File: src/hw/rtl/imaw_pkg.sv
// Shared types and constants for the IMA ADPCM WAV block decoder.
// Holds the command format passed from the byte parser to the decode engine,
// and the standard IMA step and index tables. No dependencies.
package imaw_pkg;

  // Configuration register indexes.
  localparam int unsigned CFG_IDX_W = 2;
  localparam logic [CFG_IDX_W-1:0] REG_STEREO_MODE      = 2'd0;
  localparam logic [CFG_IDX_W-1:0] REG_BLOCK_BYTES      = 2'd1;
  localparam logic [CFG_IDX_W-1:0] REG_SAMPLES_PER_BLOCK = 2'd2;

  localparam logic [15:0] BLOCK_BYTES_RESET       = 16'd256;
  localparam logic [15:0] SAMPLES_PER_BLOCK_RESET = 16'd505;

  localparam int unsigned STEP_TABLE_ENTRIES = 89;
  localparam int unsigned INDEX_MAX          = STEP_TABLE_ENTRIES - 1;
  localparam int unsigned IDX_W              = 7;

  localparam logic signed [17:0] PRED_MAX = 18'sd32767;
  localparam logic signed [17:0] PRED_MIN = -18'sd32768;

  localparam logic [3:0] NIBBLE_MASK = 4'hF;

  // Work items queued between the parser and the decode engine.
  typedef enum logic [1:0] {
    CMD_PRED,    // load a header predictor and emit it
    CMD_INDEX,   // load a header step index
    CMD_MONO,    // decode one or two nibbles of a mono byte
    CMD_STEREO   // decode a left byte and a right byte as two frames
  } cmd_op_t;

  typedef struct packed {
    cmd_op_t     op;
    logic        ch;         // channel for header commands
    logic [15:0] data;       // predictor, index, byte, or {right, left} bytes
    logic [1:0]  last_step;  // number of decode steps minus one
    logic [3:0]  emit;       // steps that produce a result
    logic [3:0]  ends;       // block_end flag per step
    logic [3:0]  lasts;      // run_last flag per step
  } cmd_t;

  localparam logic [14:0] STEP_TABLE [STEP_TABLE_ENTRIES] = '{
    15'd7, 15'd8, 15'd9, 15'd10, 15'd11, 15'd12, 15'd13, 15'd14, 15'd16, 15'd17,
    15'd19, 15'd21, 15'd23, 15'd25, 15'd28, 15'd31, 15'd34, 15'd37, 15'd41, 15'd45,
    15'd50, 15'd55, 15'd60, 15'd66, 15'd73, 15'd80, 15'd88, 15'd97, 15'd107, 15'd118,
    15'd130, 15'd143, 15'd157, 15'd173, 15'd190, 15'd209, 15'd230, 15'd253, 15'd279,
    15'd307, 15'd337, 15'd371, 15'd408, 15'd449, 15'd494, 15'd544, 15'd598, 15'd658,
    15'd724, 15'd796, 15'd876, 15'd963, 15'd1060, 15'd1166, 15'd1282, 15'd1411,
    15'd1552, 15'd1707, 15'd1878, 15'd2066, 15'd2272, 15'd2499, 15'd2749, 15'd3024,
    15'd3327, 15'd3660, 15'd4026, 15'd4428, 15'd4871, 15'd5358, 15'd5894, 15'd6484,
    15'd7132, 15'd7845, 15'd8630, 15'd9493, 15'd10442, 15'd11487, 15'd12635,
    15'd13899, 15'd15289, 15'd16818, 15'd18500, 15'd20350, 15'd22385, 15'd24623,
    15'd27086, 15'd29794, 15'd32767
  };

  localparam logic signed [7:0] INDEX_ADJUST [8] = '{
    -8'sd1, -8'sd1, -8'sd1, -8'sd1, 8'sd2, 8'sd4, 8'sd6, 8'sd8
  };

endpackage

File: src/hw/rtl/ima_adpcm_wav_block_decoder_unit.sv
// Top level of the IMA ADPCM WAV block decoder: byte parser, command queue
// and decode engine. Depends on imaw_pkg, imaw_front, imaw_queue, imaw_back.
//
// Channel   Direction  Handshake               Payload
// cfg       in         cfg_valid / cfg_ready   cfg_index, cfg_data
// data      in         data_valid / data_ready data_byte
// sample    out        sample_valid / sample_ready
//                                              sample, channel, block_end, run_last
//
// The parser takes one data byte per cycle while the command queue has room.
// The decode engine runs one nibble decode per cycle while the sample output
// is not stalled, from the table lookup through the predictor add and saturation;
// a mono byte takes one or two decode steps, a stereo group four right bytes of
// four decode steps each (left bytes are only stored), and a header byte at most one.
// With the engine idle, the first result of a byte passes through a queue entry
// and the registered sample output before it is offered.
// Reset is synchronous and clears configuration, position, frame count,
// predictors and step indexes; there is no clearing pass after reset.
// A stalled sample output holds the engine, and the queue lets the parser
// keep taking bytes until it fills; configuration writes are always accepted.
module ima_adpcm_wav_block_decoder_unit #(
  parameter int unsigned QUEUE_DEPTH = 4
) (
  input  logic                           clk,
  input  logic                           rst,
  input  logic                           cfg_valid,
  output logic                           cfg_ready,
  input  logic [imaw_pkg::CFG_IDX_W-1:0] cfg_index,
  input  logic [15:0]                    cfg_data,
  input  logic                           data_valid,
  output logic                           data_ready,
  input  logic [7:0]                     data_byte,
  output logic                           sample_valid,
  input  logic                           sample_ready,
  output logic signed [15:0]             sample,
  output logic                           channel,
  output logic                           block_end,
  output logic                           run_last
);
  import imaw_pkg::*;

  // Parser to queue.
  logic cmd_in_valid;
  logic cmd_in_ready;
  cmd_t cmd_in;

  // Queue to decode engine.
  logic cmd_out_valid;
  logic cmd_out_ready;
  cmd_t cmd_out;

  // Registers are writable in any cycle; the user must write them only while idle, the block does not enforce it.
  assign cfg_ready = 1'b1;

  imaw_front u_front (
    .clk        (clk),
    .rst        (rst),
    .cfg_valid  (cfg_valid),
    .cfg_index  (cfg_index),
    .cfg_data   (cfg_data),
    .data_valid (data_valid),
    .data_ready (data_ready),
    .data_byte  (data_byte),
    .cmd_valid  (cmd_in_valid),
    .cmd_ready  (cmd_in_ready),
    .cmd        (cmd_in)
  );

  imaw_queue #(
    .DEPTH (QUEUE_DEPTH)
  ) u_queue (
    .clk        (clk),
    .rst        (rst),
    .push_valid (cmd_in_valid),
    .push_ready (cmd_in_ready),
    .push_data  (cmd_in),
    .pop_valid  (cmd_out_valid),
    .pop_ready  (cmd_out_ready),
    .pop_data   (cmd_out)
  );

  imaw_back u_back (
    .clk          (clk),
    .rst          (rst),
    .cmd_valid    (cmd_out_valid),
    .cmd_ready    (cmd_out_ready),
    .cmd          (cmd_out),
    .sample_valid (sample_valid),
    .sample_ready (sample_ready),
    .sample       (sample),
    .channel      (channel),
    .block_end    (block_end),
    .run_last     (run_last)
  );

endmodule

File: src/hw/rtl/imaw_front.sv
// Byte parser of the IMA ADPCM WAV block decoder: configuration registers,
// block position, frame count, header and left-byte storage.
// Depends on imaw_pkg; produces imaw_pkg::cmd_t commands for the queue.
module imaw_front (
  input  logic                              clk,
  input  logic                              rst,
  input  logic                              cfg_valid,
  input  logic [imaw_pkg::CFG_IDX_W-1:0]    cfg_index,
  input  logic [15:0]                       cfg_data,
  input  logic                              data_valid,
  output logic                              data_ready,
  input  logic [7:0]                        data_byte,
  output logic                              cmd_valid,
  input  logic                              cmd_ready,
  output imaw_pkg::cmd_t                    cmd
);
  import imaw_pkg::*;

  logic        stereo_mode;
  logic [15:0] block_bytes;
  logic [15:0] samples_per_block;

  logic [15:0] pos;
  logic [15:0] pos_next;
  logic [15:0] fd;
  logic [15:0] fd_next;
  logic [7:0]  hlb;
  logic [7:0]  left_store [4];

  logic [15:0]       fd_eff;
  logic [15:0]       fd1;
  logic [15:0]       fd2;
  logic              room;
  logic              room2;
  logic              has_cmd;
  logic              hlb_we;
  logic              store_we;
  logic              group_fits;
  logic [15:0]       lep;
  logic [IDX_W-1:0]  hdr_idx;
  logic              accept;

  assign data_ready = cmd_ready;
  assign accept     = data_valid && data_ready;
  assign cmd_valid  = data_valid && has_cmd;

  always_comb begin
    fd_eff     = (pos == 16'd0) ? 16'd0 : fd;
    fd1        = fd_eff + 16'd1;
    fd2        = fd_eff + 16'd2;
    room       = fd_eff < samples_per_block;
    room2      = fd1 < samples_per_block;
    hdr_idx    = (data_byte > 8'(INDEX_MAX)) ? IDX_W'(INDEX_MAX) : data_byte[IDX_W-1:0];
    group_fits = ({1'b0, pos[15:3], 3'b000} + 17'd8) <= {1'b0, block_bytes};

    // Position of the last byte in the block that can produce output.
    if (!stereo_mode) begin
      lep = (block_bytes > 16'd4) ? block_bytes - 16'd1 : 16'd1;
    end else if (block_bytes >= 16'd16) begin
      lep = {block_bytes[15:3], 3'b000} - 16'd1;
    end else begin
      lep = (block_bytes > 16'd5) ? 16'd5 : 16'd1;
    end

    fd_next  = fd_eff;
    cmd      = '0;
    has_cmd  = 1'b0;
    hlb_we   = 1'b0;
    store_we = 1'b0;

    if (!stereo_mode) begin
      if (pos == 16'd0) begin
        hlb_we = 1'b1;
      end else if (pos == 16'd1) begin
        has_cmd      = 1'b1;
        cmd.op       = CMD_PRED;
        cmd.data     = {data_byte, hlb};
        cmd.emit     = 4'b0001;
        cmd.lasts    = 4'b0001;
        cmd.ends[0]  = samples_per_block <= 16'd1;
        fd_next      = 16'd1;
      end else if (pos == 16'd2) begin
        has_cmd  = 1'b1;
        cmd.op   = CMD_INDEX;
        cmd.data = 16'(hdr_idx);
      end else if (pos >= 16'd4 && room) begin
        has_cmd     = 1'b1;
        cmd.op      = CMD_MONO;
        cmd.data    = {8'd0, data_byte};
        cmd.ends[0] = !room2;
        fd_next     = fd1;
        if (room2) begin
          cmd.last_step = 2'd1;
          cmd.emit      = 4'b0011;
          cmd.lasts     = 4'b0010;
          cmd.ends[1]   = fd2 >= samples_per_block;
          fd_next       = fd2;
        end else begin
          cmd.emit  = 4'b0001;
          cmd.lasts = 4'b0001;
        end
      end
    end else if (pos < 16'd8) begin
      // Two four-byte headers: left channel first, then right.
      unique case (pos[1:0])
        2'd0: hlb_we = 1'b1;
        2'd1: begin
          has_cmd     = 1'b1;
          cmd.op      = CMD_PRED;
          cmd.ch      = pos[2];
          cmd.data    = {data_byte, hlb};
          cmd.emit    = 4'b0001;
          cmd.lasts   = 4'b0001;
          cmd.ends[0] = pos[2] && (samples_per_block <= 16'd1);
          if (pos[2]) begin
            fd_next = 16'd1;
          end
        end
        2'd2: begin
          has_cmd  = 1'b1;
          cmd.op   = CMD_INDEX;
          cmd.ch   = pos[2];
          cmd.data = 16'(hdr_idx);
        end
        default: ;
      endcase
    end else if (!pos[2]) begin
      store_we = 1'b1;
    end else if (group_fits && room) begin
      has_cmd       = 1'b1;
      cmd.op        = CMD_STEREO;
      cmd.data      = {data_byte, left_store[pos[1:0]]};
      cmd.last_step = 2'd3;
      cmd.ends[1]   = !room2;
      fd_next       = fd1;
      if (room2) begin
        cmd.emit    = 4'b1111;
        cmd.lasts   = 4'b1000;
        cmd.ends[3] = fd2 >= samples_per_block;
        fd_next     = fd2;
      end else begin
        cmd.emit  = 4'b0011;
        cmd.lasts = 4'b0010;
      end
    end

    if (pos == lep) begin
      cmd.ends = cmd.ends | cmd.lasts;
    end

    pos_next = (({1'b0, pos} + 17'd1) >= {1'b0, block_bytes}) ? 16'd0 : pos + 16'd1;
  end

  always_ff @(posedge clk) begin
    if (rst) begin
      stereo_mode       <= 1'b0;
      block_bytes       <= BLOCK_BYTES_RESET;
      samples_per_block <= SAMPLES_PER_BLOCK_RESET;
    end else if (cfg_valid) begin
      unique case (cfg_index)
        REG_STEREO_MODE:       stereo_mode       <= cfg_data[0];
        REG_BLOCK_BYTES:       block_bytes       <= cfg_data;
        REG_SAMPLES_PER_BLOCK: samples_per_block <= cfg_data;
        default: ;
      endcase
    end
  end

  always_ff @(posedge clk) begin
    if (rst) begin
      pos <= 16'd0;
      fd  <= 16'd0;
    end else if (accept) begin
      pos <= pos_next;
      fd  <= fd_next;
    end
  end

  always_ff @(posedge clk) begin
    if (accept && hlb_we) begin
      hlb <= data_byte;
    end
    if (accept && store_we) begin
      left_store[pos[1:0]] <= data_byte;
    end
  end

endmodule

File: src/hw/rtl/imaw_queue.sv
// Command queue between the byte parser and the decode engine.
// Depends on imaw_pkg for the command type; DEPTH must be at least 2.
module imaw_queue #(
  parameter int unsigned DEPTH = 4
) (
  input  logic           clk,
  input  logic           rst,
  input  logic           push_valid,
  output logic           push_ready,
  input  imaw_pkg::cmd_t push_data,
  output logic           pop_valid,
  input  logic           pop_ready,
  output imaw_pkg::cmd_t pop_data
);
  import imaw_pkg::*;

  localparam int unsigned PTR_W = (DEPTH > 1) ? $clog2(DEPTH) : 1;
  localparam int unsigned CNT_W = $clog2(DEPTH + 1);

  cmd_t             entries [DEPTH];
  logic [PTR_W-1:0] wr_ptr;
  logic [PTR_W-1:0] rd_ptr;
  logic [CNT_W-1:0] count;
  logic             push;
  logic             pop;

  assign push_ready = count != CNT_W'(DEPTH);
  assign pop_valid  = count != '0;
  assign pop_data   = entries[rd_ptr];
  assign push       = push_valid && push_ready;
  assign pop        = pop_valid && pop_ready;

  always_ff @(posedge clk) begin
    if (rst) begin
      wr_ptr <= '0;
      rd_ptr <= '0;
      count  <= '0;
    end else begin
      if (push) begin
        wr_ptr <= (wr_ptr == PTR_W'(DEPTH - 1)) ? '0 : wr_ptr + 1'b1;
      end
      if (pop) begin
        rd_ptr <= (rd_ptr == PTR_W'(DEPTH - 1)) ? '0 : rd_ptr + 1'b1;
      end
      if (push && !pop) begin
        count <= count + 1'b1;
      end else if (pop && !push) begin
        count <= count - 1'b1;
      end
    end
  end

  always_ff @(posedge clk) begin
    if (push) begin
      entries[wr_ptr] <= push_data;
    end
  end

`ifndef SYNTHESIS
  a_count_bound: assert property (@(posedge clk) disable iff (rst)
    count <= CNT_W'(DEPTH))
    else $error("command queue count beyond depth");
`endif

endmodule

File: src/hw/rtl/imaw_back.sv
// Decode engine of the IMA ADPCM WAV block decoder: per-channel predictor and
// step index, one nibble decode per cycle while the sample output is not stalled,
// registered result output. Depends on imaw_pkg; takes imaw_pkg::cmd_t commands from the queue.
module imaw_back (
  input  logic               clk,
  input  logic               rst,
  input  logic               cmd_valid,
  output logic               cmd_ready,
  input  imaw_pkg::cmd_t     cmd,
  output logic               sample_valid,
  input  logic               sample_ready,
  output logic signed [15:0] sample,
  output logic               channel,
  output logic               block_end,
  output logic               run_last
);
  import imaw_pkg::*;

  logic signed [15:0] predictor  [2];
  logic [IDX_W-1:0]   step_index [2];
  logic [1:0]         step;

  logic               cur_emit;
  logic               advance;
  logic               dch;
  logic [3:0]         code;
  logic [IDX_W-1:0]   idx;
  logic [14:0]        stp;
  logic [16:0]        diff;
  logic signed [17:0] psum;
  logic signed [15:0] psat;
  logic signed [7:0]  nidx;
  logic [IDX_W-1:0]   nsat;
  logic signed [15:0] result;

  assign cur_emit  = cmd.emit[step];
  assign advance   = cmd_valid && (!cur_emit || !sample_valid || sample_ready);
  assign cmd_ready = advance && (step == cmd.last_step);

  always_comb begin
    // Stereo steps run left low, right low, left high, right high.
    code = 4'd0;
    dch  = cmd.ch;
    unique case (cmd.op)
      CMD_MONO: code = step[0] ? cmd.data[7:4] : cmd.data[3:0];
      CMD_STEREO: begin
        dch = step[0];
        unique case (step)
          2'd0: code = cmd.data[3:0];
          2'd1: code = cmd.data[11:8];
          2'd2: code = cmd.data[7:4];
          2'd3: code = cmd.data[15:12];
          default: code = 4'd0;
        endcase
      end
      default: code = 4'd0;
    endcase
    code = code & NIBBLE_MASK;

    idx  = (step_index[dch] > IDX_W'(INDEX_MAX)) ? IDX_W'(INDEX_MAX) : step_index[dch];
    stp  = STEP_TABLE[idx];
    diff = 17'(stp >> 3)
         + (code[0] ? 17'(stp >> 2) : 17'd0)
         + (code[1] ? 17'(stp >> 1) : 17'd0)
         + (code[2] ? 17'(stp) : 17'd0);
    psum = code[3] ? 18'(predictor[dch]) - $signed({1'b0, diff})
                   : 18'(predictor[dch]) + $signed({1'b0, diff});
    if (psum > PRED_MAX) begin
      psat = 16'(PRED_MAX);
    end else if (psum < PRED_MIN) begin
      psat = 16'(PRED_MIN);
    end else begin
      psat = psum[15:0];
    end

    nidx = $signed({1'b0, idx}) + INDEX_ADJUST[code[2:0]];
    if (nidx < 8'sd0) begin
      nsat = '0;
    end else if (nidx > 8'(INDEX_MAX)) begin
      nsat = IDX_W'(INDEX_MAX);
    end else begin
      nsat = nidx[IDX_W-1:0];
    end

    result = (cmd.op == CMD_PRED) ? $signed(cmd.data) : psat;
  end

  always_ff @(posedge clk) begin
    if (rst) begin
      predictor[0]  <= '0;
      predictor[1]  <= '0;
      step_index[0] <= '0;
      step_index[1] <= '0;
      step          <= '0;
    end else if (advance) begin
      step <= cmd_ready ? 2'd0 : step + 2'd1;
      unique case (cmd.op)
        CMD_PRED:  predictor[dch]  <= $signed(cmd.data);
        CMD_INDEX: step_index[dch] <= cmd.data[IDX_W-1:0];
        CMD_MONO, CMD_STEREO: begin
          predictor[dch]  <= psat;
          step_index[dch] <= nsat;
        end
        default: ;
      endcase
    end
  end

  always_ff @(posedge clk) begin
    if (rst) begin
      sample_valid <= 1'b0;
    end else if (advance && cur_emit) begin
      sample_valid <= 1'b1;
    end else if (sample_ready) begin
      sample_valid <= 1'b0;
    end
  end

  always_ff @(posedge clk) begin
    if (advance && cur_emit) begin
      sample    <= result;
      channel   <= dch;
      block_end <= cmd.ends[step];
      run_last  <= cmd.lasts[step];
    end
  end

`ifndef SYNTHESIS
  a_step_in_range: assert property (@(posedge clk) disable iff (rst)
    cmd_valid |-> step <= cmd.last_step)
    else $error("decode step beyond command length");

  a_index_bound: assert property (@(posedge clk) disable iff (rst)
    step_index[0] <= IDX_W'(INDEX_MAX) && step_index[1] <= IDX_W'(INDEX_MAX))
    else $error("step index beyond table");

  // Steps after the run_last result may still decode, but never emit.
  a_emit_on_last: assert property (@(posedge clk) disable iff (rst)
    (advance && cur_emit && cmd.lasts[step]) |-> ((cmd.emit >> step) == 4'b0001))
    else $error("run_last result followed by further results of the command");
`endif

endmodule
File: config.mk
export PLATFORM = sky130hd
export DESIGN_NAME = ima_adpcm_wav_block_decoder_unit
export DESIGN_NICKNAME = d
export VERILOG_FILES = /design/src/hw/rtl/imaw_pkg.sv /design/src/hw/rtl/ima_adpcm_wav_block_decoder_unit.sv /design/src/hw/rtl/imaw_front.sv /design/src/hw/rtl/imaw_queue.sv /design/src/hw/rtl/imaw_back.sv
export SDC_FILE = /design/constraint.sdc
export NUM_CORES = 1
export LEC_CHECK = 0
export ABC_AREA = 1
export BUFFER_PORTS_ARGS = -buffer_cell sky130_fd_sc_hd__buf_2
export CORE_ASPECT_RATIO = 1.2
export CORE_MARGIN = 2
export CORE_UTILIZATION = 40
export CTS_CLUSTER_DIAMETER = 30
export CTS_CLUSTER_SIZE = 25
export DETAILED_ROUTE_END_ITERATION = 8
export SYNTH_ARGS = -nofsm -noshare
export SYNTH_HDL_FRONTEND = slang
export SYNTH_SLANG_ARGS = --single-unit
File: constraint.sdc
create_clock -name clk -period 16.9 [get_ports clk]
set_input_delay 4.225 -clock clk [delete_from_list [all_inputs] [get_ports clk]]
set_output_delay 4.225 -clock clk [all_outputs]
set_load 0.1 [all_outputs]
# [Word-level counts from Yosys, hierarchy flattened]
# Memories as Yosys holds them, arrays and structs flattened. A register that Yosys moved wholly into a read port is not among the register bits.
# Index checks and enable logic that the tools add are counted.
[word_totals] ff_bits=102 latchBits=0 word_cells=260 mem_bits_rw=210 romBits=1984 output_inout_bits=22 mem_count=6
[op_classes] magnitude_cmp=20 addsub=18 multipliers=0 eq_ne=17 n_bitwise=5 n_reduce_logical=36 shifts=0 div=0 n_mux=143
[memory_table] name="(no name shown)" depth=128 width=15 read_ports=1 rd_ports_with_merged_regs=0 write_ports=0 line_no="imaw_back.sv:61" rtl="stp = STEP_TABLE[idx];"
[memory_table] name="u_queue.entries" depth=4 width=33 read_ports=1 rd_ports_with_merged_regs=1 write_ports=1 line_no="imaw_queue.sv:20" rtl="cmd_t entries [DEPTH];"
[memory_table] name="(no name shown)" depth=8 width=8 read_ports=1 rd_ports_with_merged_regs=0 write_ports=0 line_no="imaw_back.sv:76" rtl="nidx = $signed({1'b0, idx}) + INDEX_ADJUST[code[2:0]];"
[memory_table] name="u_back.predictor" depth=2 width=16 read_ports=1 rd_ports_with_merged_regs=0 write_ports=2 line_no="imaw_back.sv:19" rtl="logic signed [15:0] predictor [2];"
[memory_table] name="u_front.left_store" depth=4 width=8 read_ports=1 rd_ports_with_merged_regs=1 write_ports=1 line_no="imaw_front.sv:28" rtl="logic [7:0] left_store [4];"
[memory_table] name="u_back.step_index" depth=2 width=7 read_ports=1 rd_ports_with_merged_regs=0 write_ports=2 line_no="imaw_back.sv:20" rtl="logic [IDX_W-1:0] step_index [2];"
[ops] operator="$mux W16" count=24
[ops] operator="$mux W1" count=56
[ops] operator="$mux W23" count=2
[ops] operator="$mux W15" count=3
[ops] operator="$mux W22" count=2
[ops] operator="$mux W7" count=6
[ops] operator="$mux W2" count=19
[ops] operator="$mux W4" count=9
[ops] operator="$pmux W18 S2" count=1
[ops] operator="$add A17 B17 Y17" count=2
[ops] operator="$add A16 B1 Y16 const B" count=2
[ops] operator="$gt A16 B3 Y1 const B" count=2
[ops] operator="$lt A16 B16 Y1" count=2
[ops] operator="$sub A16 B1 Y16 const B" count=2
[ops] operator="$mux W6" count=5
[ops] operator="$mux W14" count=2
[ops] operator="$add A16 B18 Y18" count=1
[ops] operator="$gt A18 B16 Y1 const B" count=1
[ops] operator="$lt A18 B16 Y1 const B" count=1
[ops] operator="$mux W18" count=1
[ops] operator="$sub A16 B18 Y18" count=1
[ops] operator="$add A12 B17 Y17" count=1
[ops] operator="$add A16 B1 Y17 const B" count=1
[ops] operator="$add A16 B4 Y17 const B" count=1
[ops] operator="other kinds (47)" count=92

# [Depth between registers and ports, before layout]
# Gate-level depths: netlist (run 1).
# An unclocked memory read counts as a cell.
[depth] word_depth=20 ltp_mapped=58

# [By module]
# A second synthesis (run 1) with hierarchy kept.
[hier_totals] cells_unflattened=3060 hier_area_um2=23247.3
[modules_own_cells] mod="imaw_front" area_each_um2=9635.5 seq_area_each_um2=2542.4 cells_each=1459 instances=1
[modules_own_cells] mod="imaw_back" area_each_um2=8185.4 seq_area_each_um2=2011.9 cells_each=1211 instances=1
[modules_own_cells] mod="imaw_queue" area_each_um2=5415.2 seq_area_each_um2=4144.0 cells_each=388 instances=1
[modules_own_cells] mod="ima_adpcm_wav_block_decoder_unit" area_each_um2=11.3 seq_area_each_um2=0.0 cells_each=2 instances=1

# [Worst setup path before layout (run 1)]
# No wires, ideal clock.
[synth_path] path_kind="register to register" start="register (tool-made name)" end="memory u_back.predictor[0][10], data pin" period_less_slack_ns=7.975 arrival_ns=7.718 path_stages_with_launch=54 setup_slack_ns=8.925 setup_time_ns=0.257 required_ns=16.643 path_cell_list="dfxtp_1 buf_4 nand2_1 nand3_1 nand2_2 inv_4 nand2_4 nand2_2 nand3_1 nand2_4 nand2_2 buf_6 nand3_2 inv_1 ha_1 inv_1 nor2_1 inv_1 [... 18 more ...] nand2_1 o21a_1 nand2_1 nor2_1 xor2_1 ha_1 inv_1 nor3_1 nand2_1 o311ai_0 inv_1 nand3_1 nand3_2 buf_6 nand2_1 nand3_1 nand2_1 nor2_1"
[synth_lines] item="end: declaration" line_no="imaw_back.sv:19"

==> results.py, run 1 <==
metrics = {
    "worst_setup_path": {
        "reg2regPathDepth": 52,
        "cp_max_fo": 59,
        "slowest_delay_ns": 0.53,
        "path_buf_inv": 12,
        "reg2reg_setup_slack_ns": 5.81,
        "path_delay_family": "simple AND/OR/NAND/NOR gates",
        "cpMostUsedCell": "nand2_1",
        "crit_arrival_ns": 11.51,
        "cp-end-kind": "flop",
        "worstSetupStartpointType": "flop",
        "cp_data_required_time_ns": 17.32,
        "crit_slowest_cell": "fa_1",
        "r2r_end": "u_back.predictor[1][1]",
        "crit_type": "reg2reg",
    },
    "layout": {
        "final_common_cell": "nand2_1",
        "multi_input_area_mm2": 0.0123,
        "area_growth_pct": 12.9,
        "nets": 3244,
        "finalNonFillerCells": 3794,
        "num-fill-cells": 5557,
        "drive_gt1_share_pct": 8.23,
        "seq_area_mm2": 0.00810,
        "layout_common_cells": "nand2_1, inv_1, nor2_1",
    },
    "clock_network": {
        "post_cts_buffers": 0,
        "clock_latency_ns": 0.59,
        "clock_tree.buffer_depth": 3,
        "cts_resized": 0,
        "clockRootBuffer": "clkbuf_16",
        "cts_tree": "built",
        "path_clk_slew_ns": 0.06,
        "clock_sinks": 296,
        "hold_buffers": 0,
        "htree_levels": 2,
        "cts_buffers": 55,
    },
    "route": {
        "via_per_inst": 5.43,
        "via_count": 20600,
        "ant_nets": 0,
        "wire_per_inst_um": 18.3,
        "postRouteWirelength_mm": 69.3,
        "drt_iter0_drc": 1459,
        "drc": 0,
        "dr.pass1.iters": 6,
    },
    "global_routing": {
        "track_usage_pct": 24.0,
        "met1_usage_pct": 27.5,
        "grt_pass1_vias": 20500,
        "antenna_found_initial": 2,
        "met2_usage_pct": 44.3,
        "overflow": 0,
        "grt_pass1_wl_mm": 109,
        "met3_usage_pct": 2.80,
        "grt_busiest_layer": "met2",
        "grt_start_max_net_pins": 60,
    },
    "floorplan": {
        "coreArea_mm2": 0.0548,
        "rows": 94,
        "die_area_mm2": 0.0574,
        "die_w_um": 219,
        "num_io_pins": 53,
        "start_util_pct": 40.5,
        "die_h_um": 262,
    },
    "placement": {
        "dp.cells": 3689,
        "post-place-ws_ns": 5.84,
        "port-buffer-count": 51,
        "place.gp.congestion": 0.973,
        "post-dp-hpwl_mm": 52.2,
    },
    "worst_hold_path": {
        "whs_endpoint": "u_front.pos[15]",
        "hp-class": "reg2reg",
        "holdPathStages": 2,
        "hp-start": "u_front.pos[15]",
    },
    "logic_synthesis": {
        "synth-seq-cells": 296,
        "synth_cell_types": 66,
        "synth_area_mm2": 0.0222,
        "avgSynthCellArea_um2": 7.44,
        "synth_edf_count": 217,
        "syn_nets": 3200,
        "netlist_instances": 2982,
        "ys_async_sr_fraction_pct": 0,
        "synth_seq_area_share_pct": 36.5,
        "yosys_warnings": 0,
        "synth_flop_cell": "edfxtp_1",
    },
    "timing": {
        "post-route-min-period_ns": 11.09,
        "finalWorstSetupSlack_ns": 5.81,
        "setup-violations-final": 0,
        "slew_violations": 0,
        "finalSetupTns_ns": 0,
        "timing.final.hold_violations": 0,
        "timing.final.crit_share_pct": 65.6,
        "fmax_ghz": 0.0902,
        "skew_ns": 0.0448,
        "tightest_slew_ns": 1.16,
        "relSlewSlack_pct": 22.6,
        "grt_setup_unrepaired": "no",
    },
    "run_status": {
        "outcome": "finished clean",
    },
    "job": {
        "maxCapViolCount": 0,
    },
}
[worst max path at each step]
stage                                    endpoint  start  slack (ns)  cells after the start
after floorplan           u_back.predictor[0][10]   flop        8.93                     53
after global placement           u_back.sample[9]   flop        6.07                     53
after detailed placement         u_back.sample[9]   flop        5.84                     53
after CTS                        u_back.sample[9]   flop        5.84                     53
after global routing       u_back.predictor[1][2]   flop        4.61                     53
final                      u_back.predictor[1][1]   flop        5.81                     52
[synth_stat cells, types with 5 or more instances]
cell       number  area, um^2
a211oi_1       10        75.1
a21oi_1       202        1010
a22oi_1         6        45.0
a31oi_1        18         113
and2_1          5        31.3
buf_2          25         125
buf_4           8        60.1
buf_6           5        56.3
clkbuf_1       43         161
dfxtp_1        79        1580
edfxtp_1      217        6520
fa_1           28         561
ha_1          159        1990
inv_1         352        1320
inv_2          19        71.3
nand2_1       776        2910
nand2_2        11        68.8
nand3_1       213        1070
nand3_2         7        70.1
nand4_1        43         269
nor2_1        300        1130
nor2_2          8        50.1
nor3_1         30         150
nor4_1          7        43.8
o2111ai_1       5        43.8
o211ai_1       21         158
o21ai_0       184         921
o21ai_1        17        85.1
o22ai_1        15        93.8
o31ai_1         8        60.1
or2_2          12        75.1
xnor2_1        10        87.6
xor2_1         73         639
[layout make-up]
class / instances / share of cell area, %
Antenna cell: 1 / 0.00999
Clock buffer: 59 / 5.64
Clock inverter: 45 / 2.17
Inverter: 377 / 5.67
Multi-Input combinational cell: 2224 / 49.0
Sequential cell: 296 / 32.3
Tap cell: 720 / 3.60
Timing Repair Buffer: 72 / 1.65
[worst min-delay path: stages, from the launching register on]
cell and delay (ns):
dfxtp_1 0.31, nand2_1 0.06, a21oi_1 0.05
[cells by family after synthesis]
logic type	synth area share (%)
compound gates	13.0
other cells	0.0169
mux	0.141
buf+inv	8.29
fa+ha+maj	11.5
simple gates	27.3
flops	36.5
xor+xnor	3.28
[per-stage QoR]
step	hold WS, ns	cell area, um^2	util (%)
2_1_floorplan	0.439	22200	-
3_3_place_gp	0.457	23100	42.1
3_5_place_dp	0.463	23100	42.1
4_1_cts	0.470	25100	45.7
5_1_grt	0.499	25100	45.7
6_report	0.470	25100	45.7
[sequential cells by signal, summed over array words and instances (netlist names), 2 cells and up, named ones only]
| signal | cells |
|---|---|
| u_front.pos | 16 |
| u_back.step_index | 14 |
| u_back.step | 2 |
| u_front.block_bytes | 16 |
| u_front.samples_per_block | 16 |
| u_queue.rd_ptr | 2 |
| u_front.left_store | 32 |
| u_back.predictor | 32 |
| u_back.sample | 16 |
| u_front.fd | 16 |
| u_front.hlb | 8 |
| u_queue.entries | 112 |
| u_queue.count | 3 |
| u_queue.wr_ptr | 2 |
[per-layer routing]
| layer | vias up | part of all wire [%] |
|---|---|---|
| met5 | - | 0.020 |
| met4 | 2 | 4.9 |
| met3 | 188 | 4.4 |
| met2 | 665 | 51 |
| met1 | 9702 | 40 |
| li1 | 10100 | - |
Power of run 1 is not shown: default switching activity piles up to over one toggle a cycle in this logic, so the estimate is an artifact.
==> run 2, diff against run 1 <==
clock period = 10 ns   (was 16.9 ns; I/O delays follow)
==> results.py, run 2 (synthesis gave the netlist of run 1 again) <==
metrics = {
    "worst_setup_path": {
        "cp_max_fo": 26,
        "path_buf_inv": 9,
        "worstSetupStartpointType": "flop",
        "cp.depth": 52,
        "cp-end-kind": "flop",
        "crit_slowest_cell": "fa_1",
        "path_delay_family": "simple AND/OR/NAND/NOR gates",
        "slowest_delay_ns": 0.54,
        "reg2regPathDepth": 52,
        "crit_arrival_ns": 9.40,
        "cpMostUsedCell": "nand2_1",
        "reg2reg_setup_slack_ns": 0.92,
        "cp_data_required_time_ns": 10.32,
        "crit_type": "reg2reg",
    },
    "global_routing": {
        "grt_pass1_wl_mm": 112,
        "antenna_found_initial": 2,
        "grt_pass1_vias": 20500,
        "overflow": 0,
        "track_usage_pct": 24.8,
        "grt_start_max_net_pins": 56,
    },
    "timing": {
        "tightest_slew_ns": 1.20,
        "post-route-min-period_ns": 9.08,
        "timing.final.crit_share_pct": 90.8,
        "finalSetupTns_ns": 0,
        "grt_setup_unrepaired": "no",
        "fmax_ghz": 0.110,
        "skew_ns": 0.0527,
        "setup-violations-final": 0,
        "slew_violations": 0,
        "timing.final.hold_violations": 0,
        "relSlewSlack_pct": 18.9,
    },
    "floorplan": {
        "die_w_um": 219,
        "die_h_um": 262,
        "start_util_pct": 40.5,
        "rows": 94,
        "die_area_mm2": 0.0574,
        "coreArea_mm2": 0.0548,
        "num_io_pins": 53,
    },
    "layout": {
        "finalNonFillerCells": 3812,
        "largest_reg_flops": 112,
        "final_common_cell": "nand2_1",
        "utilization_pct": 46.2,
        "antennaDiodeCount": 0,
        "area_growth_pct": 14.2,
        "drive_gt1_share_pct": 8.93,
        "top_register": "u_queue.entries",
        "layout_common_cells": "nand2_1, inv_1, nor2_1",
        "nets": 3261,
    },
    "placement": {
        "post-dp-hpwl_mm": 54.0,
        "place.gp.congestion": 0.991,
        "dp.cells": 3703,
        "port-buffer-count": 51,
    },
    "clock_network": {
        "path_clk_slew_ns": 0.05,
        "clock_tree.buffer_depth": 3,
        "cts_buffers": 57,
        "cts_tree": "built",
        "clock_sinks": 296,
        "htree_levels": 2,
        "clockRootBuffer": "clkbuf_16",
        "clock_latency_ns": 0.62,
    },
    "route": {
        "via_count": 20600,
        "ant_nets": 0,
        "drc": 0,
        "drt_iter0_drc": 1432,
        "dr.pass1.iters": 6,
        "wire_per_inst_um": 18.5,
        "postRouteWirelength_mm": 70.6,
        "via_per_inst": 5.40,
    },
    "worst_hold_path": {
        "holdPathStages": 2,
        "hp-class": "reg2reg",
    },
    "run_status": {
        "outcome": "finished clean",
    },
    "job": {
        "maxCapViolCount": 0,
    },
}
run 2: changes by cell type in the layout (fill, tap and decap cells not counted), moves of 2 or more:
cell,previous run,this run
buf_4,21,36
clkbuf_16,56,58
clkbuf_8,0,3
clkinv_2,7,3
clkinvlp_4,5,8
inv_2,19,17
inv_4,2,4
nand3_2,7,5
nand3_4,2,4
run 2: worst paths after layout:
| path | from | to |
|---|---|---|
| worst max-delay path | flop | u_back.sample[3] |
| worst min-delay path | u_front.pos[15] | u_front.pos[15] |
| worst max register to register | flop | u_back.sample[3] |
| worst min register to register | u_front.pos[15] | u_front.pos[15] |
run 2: routing by layer:
layer	up-vias	track usage, %	wire length [um]
li1	10100	-	-
met1	9744	28.6	28000
met2	582	45.8	36500
met3	169	3.08	3060
met4	2	10.8	3080
met5	-	0	16
run 2: layout make-up:
cell class	instances	area, um^2
well taps	720	901
clock inverters	44	574
inverters	377	1430
multi-input cells	2224	12300
clock buffers	64	1500
fillers	5550	29500
repair buffers	87	526
flip-flops and latches	296	8100
run 2: repair_timing:
item / CTS / global route
endpoints found under the setup margin: 0 / 48
gates resized for setup: 0 / 13
hold endpoints to repair: 0 / 0
buffers inserted: 0 / 1
hold buffers: 0 / 0
run 2: worst min-delay path: stages, from the launching register on:
cell and delay, ns:
dfxtp_1 0.31, nand2_1 0.06, a21oi_1 0.06
run 2: stage by stage:
step                cell area (um^2)  hold slack (ns)  worst slack [ns]
finish                         25300            0.475             0.923
floorplan                      22200            0.439              2.03
global placement               23200            0.459             0.204
global route                   25300            0.523            0.0414
CTS                            25300            0.472             0.120
detailed placement             23200            0.464             0.164
Power of run 2 is left out for the same reason.
